$ cat config.mk
export PLATFORM = sky130hd
export DESIGN_NAME = prdve_ram
export DESIGN_NICKNAME = d
export VERILOG_FILES = /design/src/sv/prdve_ram.sv
export SDC_FILE = /design/constraint.sdc
export NUM_CORES = 1
export LEC_CHECK = 0
export BUFFER_PORTS_ARGS = -buffer_cell sky130_fd_sc_hd__buf_2
export CORE_MARGIN = 5
export CORE_UTILIZATION = 55
export DETAILED_ROUTE_END_ITERATION = 10
export HOLD_SLACK_MARGIN = 0.08
export PLACE_DENSITY_LB_ADDON = 0.25
export SKIP_CTS_REPAIR_TIMING = 1
export SLEW_MARGIN = 20
export SYNTH_ARGS = -nofsm -noshare
export SYNTH_HDL_FRONTEND = slang
export SYNTH_SLANG_ARGS = --single-unit
$ cat constraint.sdc
create_clock -name clk_i -period 2.9 [get_ports clk_i]
set_clock_uncertainty 0.15 [all_clocks]
set_input_delay 0.29 -clock clk_i [delete_from_list [all_inputs] [get_ports clk_i]]
set_output_delay 0.29 -clock clk_i [all_outputs]
set_load 0.01 [all_outputs]
$ cat src/sv/prdve_ram.sv
// Generic single-port RAM with registered read data.
`timescale 1ns / 1ps

module prdve_ram #(
  parameter int WIDTH = 8,
  parameter int DEPTH = 16
) (
  input  logic                     clk_i,
  input  logic                     we_i,
  input  logic [$clog2(DEPTH)-1:0] addr_i,
  input  logic [WIDTH-1:0]         wdata_i,
  output logic [WIDTH-1:0]         rdata_o
);

  logic [WIDTH-1:0] mem_q [DEPTH];

  always_ff @(posedge clk_i) begin
    if (we_i) begin
      mem_q[addr_i] <= wdata_i;
    end
    rdata_o <= mem_q[addr_i];
  end

endmodule

==> results of run 1 <==
==> worst max-delay path: stages <==
cell and delay, ns:
buf_2 0.56, nand2_1 0.23, nor2_1 0.58
==> worst max path at each step <==
stage | depth (start not counted) | endpoint | startpoint | slack [ns]
5_1_grt | 3 | mem_q[15][5] | addr_i[1] | 1.10
3_5_place_dp | 3 | mem_q[15][0] | addr_i[1] | 0.62
3_3_place_gp | 3 | mem_q[15][0] | addr_i[1] | 0.69
6_report | 3 | mem_q[15][5] | addr_i[1] | 1.22
2_1_floorplan | 2 | mem_q[0][0] | addr_i[2] | 0.97
4_1_cts | 3 | mem_q[15][0] | addr_i[1] | 1.20
==> power by group through the flow <==
stage	sequential (W)	combinational (W)	clock [W]
3_3_place_gp	0.00225	0.000208	0
3_5_place_dp	0.00225	0.000212	0
5_1_grt	0.00221	0.000239	0.00228
2_1_floorplan	0.00225	0.000113	0
4_1_cts	0.00221	0.000214	0.00218
6_report	0.00221	0.000219	0.00215
==> cell type report <==
type	count	area (um2)
clock buffer	22	473
multi-input combinational	83	1000
timing repair buffer	46	325
fill	570	3020
tap	111	139
sequential	136	4000
clock inverter	10	141
==> per-layer routing <==
metal  vias up  routed length [um]  GRT usage (%)
met3        16                 654           5.16
met1      1221                3980           26.5
met5         -                   0              0
met4         0                 208           8.51
li1       1072                   -              -
met2        80                4800           28.8
==> logic make-up after synthesis <==
logic type	Yosys count
DFF	136
and+or+nand+nor	35
muxes	32
AOI/OAI and AO/OA	16
buffers and inverters	11
==> layout by cell type, fill, tap and decap left out <==
cell type / Yosys / layout
dfxtp_1: 8 / 8
inv_6: 0 / 1
and2_1: 1 / 1
nor3_1: 4 / 4
clkinv_4: 0 / 2
nor2b_1: 2 / 2
edfxtp_1: 128 / 128
clkbuf_16: 0 / 16
bufinv_16: 0 / 3
clkbuf_8: 0 / 5
clkinv_2: 0 / 2
nand2b_1: 2 / 2
mux4_2: 32 / 32
clkinvlp_4: 0 / 2
nand3b_1: 2 / 2
nor2_1: 13 / 13
nand2_1: 9 / 9
dlygate4sd3_1: 0 / 8
clkbuf_1: 2 / 1
buf_4: 0 / 16
or3b_2: 1 / 1
nand3_1: 1 / 1
buf_2: 2 / 21
a22oi_1: 16 / 16
buf_12: 0 / 1
==> through the flow <==
step / hold WS, ns / cell area [um2] / utilization, % / worst slack, ns / instances
after floorplan: 0.239 / 5070 / - / 0.967 / 230
after global placement: 0.524 / 5390 / 59.2 / 0.687 / 368
after detailed placement: 0.520 / 5390 / 59.2 / 0.624 / 368
after CTS: 0.0123 / 6010 / 65.9 / 1.20 / 400
after global routing: 0.265 / 6090 / 66.8 / 1.10 / 408
final: 0.271 / 6090 / 66.8 / 1.22 / 408
==> state kept, by name (all words and copies together) (netlist names) <==
| name | count |
|---|---|
| mem_q | 128 |
| rdata_o | 8 |
==> results.py, run 1 <==
metrics = {
    "worst_setup_path": {
        "path_max_fanout": 31,
        "cp-start-kind": "input pin",
        "rrSetupSlack_ns": 1.34,
        "cp.required_ns": 2.89,
        "critical_path_class": "input pin to register",
        "end_kind": "register",
        "ff2ff_path_depth": 3,
        "r2r-start": "mem_q[15][2]",
        "r2r-end": "rdata_o[2]",
        "crit_arrival_ns": 1.67,
    },
    "clocking": {
        "path_clk_slew_ns": 0.06,
        "cts.sinks": 136,
        "root_buffer": "clkbuf_8",
        "tritoncts.num_buffers": 17,
        "clk_latency_ns": 0.51,
        "max-clock-path-buffers": 2,
        "htreeDepth": 4,
        "cts_tree": "done",
    },
    "yosys": {
        "yosys.area.top_type": "edfxtp_1",
        "netlist_instances": 230,
        "synthMuxAreaShare_pct": 14.2,
        "yosys.area_share.simple_pct": 3.21,
        "synth_seq_cells": 136,
        "netlist_area_um2": 5070,
        "synthXorXnorAreaFrac_pct": 0,
        "synth_fa_ha_area_share_pct": 0,
        "ys_types": 18,
        "ys_async_sr_fraction_pct": 0,
        "yosysWarnings": 0,
        "ys_dominant_reg_cell": "edfxtp_1",
        "synth_area_leaders": "edfxtp_1 (76%), mux4_2 (14%), dfxtp_1 (3.2%)",
        "synth_most_common_cell": "edfxtp_1",
        "yosysSeqAreaShare_pct": 79.0,
        "syn_nets": 244,
        "synth_top_family_by_area": "multiplexers",
        "synth_commonest_cells": "edfxtp_1 (128), mux4_2 (32), a22oi_1 (16), nor2_1 (13), nand2_1 (9)",
        "synth_top_area_share_pct": 75.9,
        "syn_avg_cell_area_um2": 22.0,
        "synth_edf_count": 128,
        "synth_compound_area_share_pct": 2.37,
    },
    "final_layout": {
        "final_nets": 298,
        "drive_gt1_share_pct": 34.3,
        "antennaDiodeCount": 0,
        "syn_to_final_growth_pct": 20.1,
    },
    "timing": {
        "hold_violations": 0,
        "fmax_mhz": 596,
        "fin_crit_sh_pct": 57.9,
        "layout_min_cycle_time_ns": 1.68,
        "tns_ns": 0,
        "relSlewSlack_pct": 32.3,
        "slew_viol_final": 0,
        "worstMarginPinSlew_ns": 1.01,
        "setup_viol": 0,
        "rsz0062_at_grt": "false",
    },
    "power_and_ir_drop": {
        "seq_power_share_pct": 48.3,
        "switching_share_pct": 19.3,
        "power.switching_w": 0.000885,
        "p_int_w": 0.00369,
        "ir_drop_mv": 0.319,
        "powerDensity_nw_per_um2": 752,
        "pwr-share-clk_pct": 46.9,
        "power_frac_comb_pct": 4.8,
        "p_leak_nw": 2.04,
        "totalPowerFinal_w": 0.00458,
    },
    "global_route": {
        "grt_max_degree": 32,
        "grt_usage_pct": 19.1,
        "grt_pass1_wl_mm": 14.9,
        "grt_pass1_vias": 2463,
        "grt_antenna_before_repair": 0,
        "gr-total-overflow": 0,
    },
    "detailed_routing": {
        "wire_per_inst_um": 23.6,
        "drc": 0,
        "viasPerCell": 5.86,
        "via_count": 2389,
        "firstDrtPassIters": 4,
        "finalWirelength_mm": 9.64,
        "ant_nets": 0,
        "drtIter0Drc": 225,
    },
    "floorplanning": {
        "io_pins": 22,
        "start_util_pct": 55.6,
        "chipWidth_um": 106,
        "std_cell_rows": 35,
        "core_um2": 9110,
        "die_y_um": 106,
        "dieArea_um2": 11200,
    },
    "flow_run": {
        "maxCapViolations": 0,
    },
    "min_path": {
        "hold_class": "input pin to register",
        "hp-start": "we_i",
        "min_path_cells": 3,
        "whs_endpoint": "mem_q[4][7]",
    },
    "place": {
        "port_buffers": 21,
        "gp_congestion": 0.765,
        "dp_hpwl_mm": 5.90,
    },
    "run_status": {
        "status": "complete, no violations",
    },
}
(Power assumes the default switching activity.)
==> run 2: changes to the inputs <==
==> constraint.sdc (replaced) <==
create_clock -name clk_i -period 1.7 [get_ports clk_i]
set_clock_uncertainty 0.15 [all_clocks]
set_input_delay 0.17 -clock clk_i [delete_from_list [all_inputs] [get_ports clk_i]]
set_output_delay 0.17 -clock clk_i [all_outputs]
set_load 0.01 [all_outputs]
==> results.py, run 2 (synthesis gave the netlist of run 1 again) <==
metrics = {
    "power_and_ir_drop": {
        "p_leak_nw": 2.12,
        "powerDensity_nw_per_um2": 1240,
        "ir_drop_mv": 0.655,
    },
    "global_route": {
        "gr-total-overflow": 0,
        "grt_antenna_before_repair": 0,
        "grt_usage_pct": 18.5,
        "grt_pass1_vias": 2660,
        "grt_pass1_wl_mm": 14.8,
        "grt_max_degree": 18,
    },
    "worst_setup_path": {
        "cp-start-kind": "register",
        "path_max_fanout": 1,
        "crit_arrival_ns": 1.70,
        "critical_path_class": "register to register",
        "end_kind": "register",
        "cp.required_ns": 1.94,
    },
    "clocking": {
        "max-clock-path-buffers": 2,
        "root_buffer": "clkbuf_8",
        "cts_tree": "done",
        "htreeDepth": 4,
        "tritoncts.num_buffers": 17,
        "clk_latency_ns": 0.51,
        "path_clk_slew_ns": 0.06,
        "cts.sinks": 136,
    },
    "final_layout": {
        "largest_reg_flops": 128,
        "final_nets": 313,
        "drive_gt1_share_pct": 37.8,
        "post-route-util_pct": 68.4,
        "top_regs": "mem_q (128), rdata_o (8)",
        "antennaDiodeCount": 0,
        "fillers": 589,
        "syn_to_final_growth_pct": 22.9,
        "final_cell_mix": "edfxtp_1 (128), mux4_2 (32), buf_4 (27), buf_2 (21)",
        "mostFrequentLayoutCell": "edfxtp_1",
        "regMostFlops": "mem_q",
    },
    "flow_run": {
        "maxCapViolations": 0,
    },
    "timing": {
        "layout_min_cycle_time_ns": 1.46,
        "rsz0062_at_grt": "false",
        "fin_crit_sh_pct": 85.7,
        "hold_slack_ns": 0.119,
        "tns_ns": 0,
        "setup_viol": 0,
        "fmax_mhz": 687,
        "slew_viol_final": 0,
        "worstMarginPinSlew_ns": 0.757,
        "hold_violations": 0,
        "relSlewSlack_pct": 49.4,
    },
    "detailed_routing": {
        "finalWirelength_mm": 9.14,
        "drc": 0,
        "viasPerCell": 5.87,
        "ant_nets": 0,
        "drtIter0Drc": 182,
        "via_count": 2485,
        "wire_per_inst_um": 21.6,
        "firstDrtPassIters": 4,
    },
    "floorplanning": {
        "start_util_pct": 55.6,
        "core_um2": 9110,
        "chipWidth_um": 106,
        "dieArea_um2": 11200,
        "die_y_um": 106,
        "std_cell_rows": 35,
        "io_pins": 22,
    },
    "run_status": {
        "status": "complete, no violations",
    },
    "place": {
        "port_buffers": 21,
        "dp_hpwl_mm": 6.14,
        "gp_congestion": 0.780,
    },
    "min_path": {
        "hold_class": "input pin to register",
    },
}
run 2: worst max-delay path, stage by stage, from the launching register on:
cell and delay (ns):
edfxtp_1 0.37, mux4_2 0.47, a22oi_1 0.27, nand2_1 0.09
run 2: report_power, final:
group	switching, W	internal, W	total (W)
combinational	0.000206	0.000185	0.000391
sequential	0.0000211	0.00375	0.00377
clock	0.00130	0.00226	0.00355
run 2: per-layer routing:
metal,up-vias,track usage [%],wire length [um],share of wire [%]
met3,14,5.83,410,4.5
li1,1100,-,-,-
met1,1303,24.2,3980,44
met4,0,7.96,157,1.7
met5,-,0,0,0
met2,68,29.0,4590,50
run 2: area by class of cell:
| class | count | area [um2] | area share [%] |
|---|---|---|---|
| Clock buffer | 19 | 432 | 6.93 |
| Tap cell | 111 | 139 | 2.23 |
| Multi-Input combinational cell | 83 | 1010 | 16.2 |
| Timing Repair Buffer | 61 | 488 | 7.84 |
| Clock inverter | 13 | 154 | 2.47 |
| Sequential cell | 136 | 4000 | 64.3 |
run 2: worst paths after layout:
kind                start    endpoint  slack (ns)  cells past startpoint
min reg2reg  mem_q[14][1]  rdata_o[1]        0.53                      3
max reg2reg  mem_q[11][0]  rdata_o[0]        0.24                      3
max          mem_q[11][0]  rdata_o[0]        0.24                      3
min             addr_i[1]  rdata_o[0]        0.12                      4
run 2: per-stage QoR:
| stage | setup slack, ns | power, W | cell area [um2] | cells |
|---|---|---|---|---|
| after floorplan | -0.0581 | 0.00404 | 5070 | 230 |
| after global placement | -0.0109 | 0.00421 | 5560 | 383 |
| after detailed placement | -0.0182 | 0.00422 | 5560 | 383 |
| after CTS | 0.240 | 0.00777 | 6150 | 415 |
| after global routing | 0.173 | 0.00798 | 6230 | 423 |
| final | 0.244 | 0.00772 | 6230 | 423 |
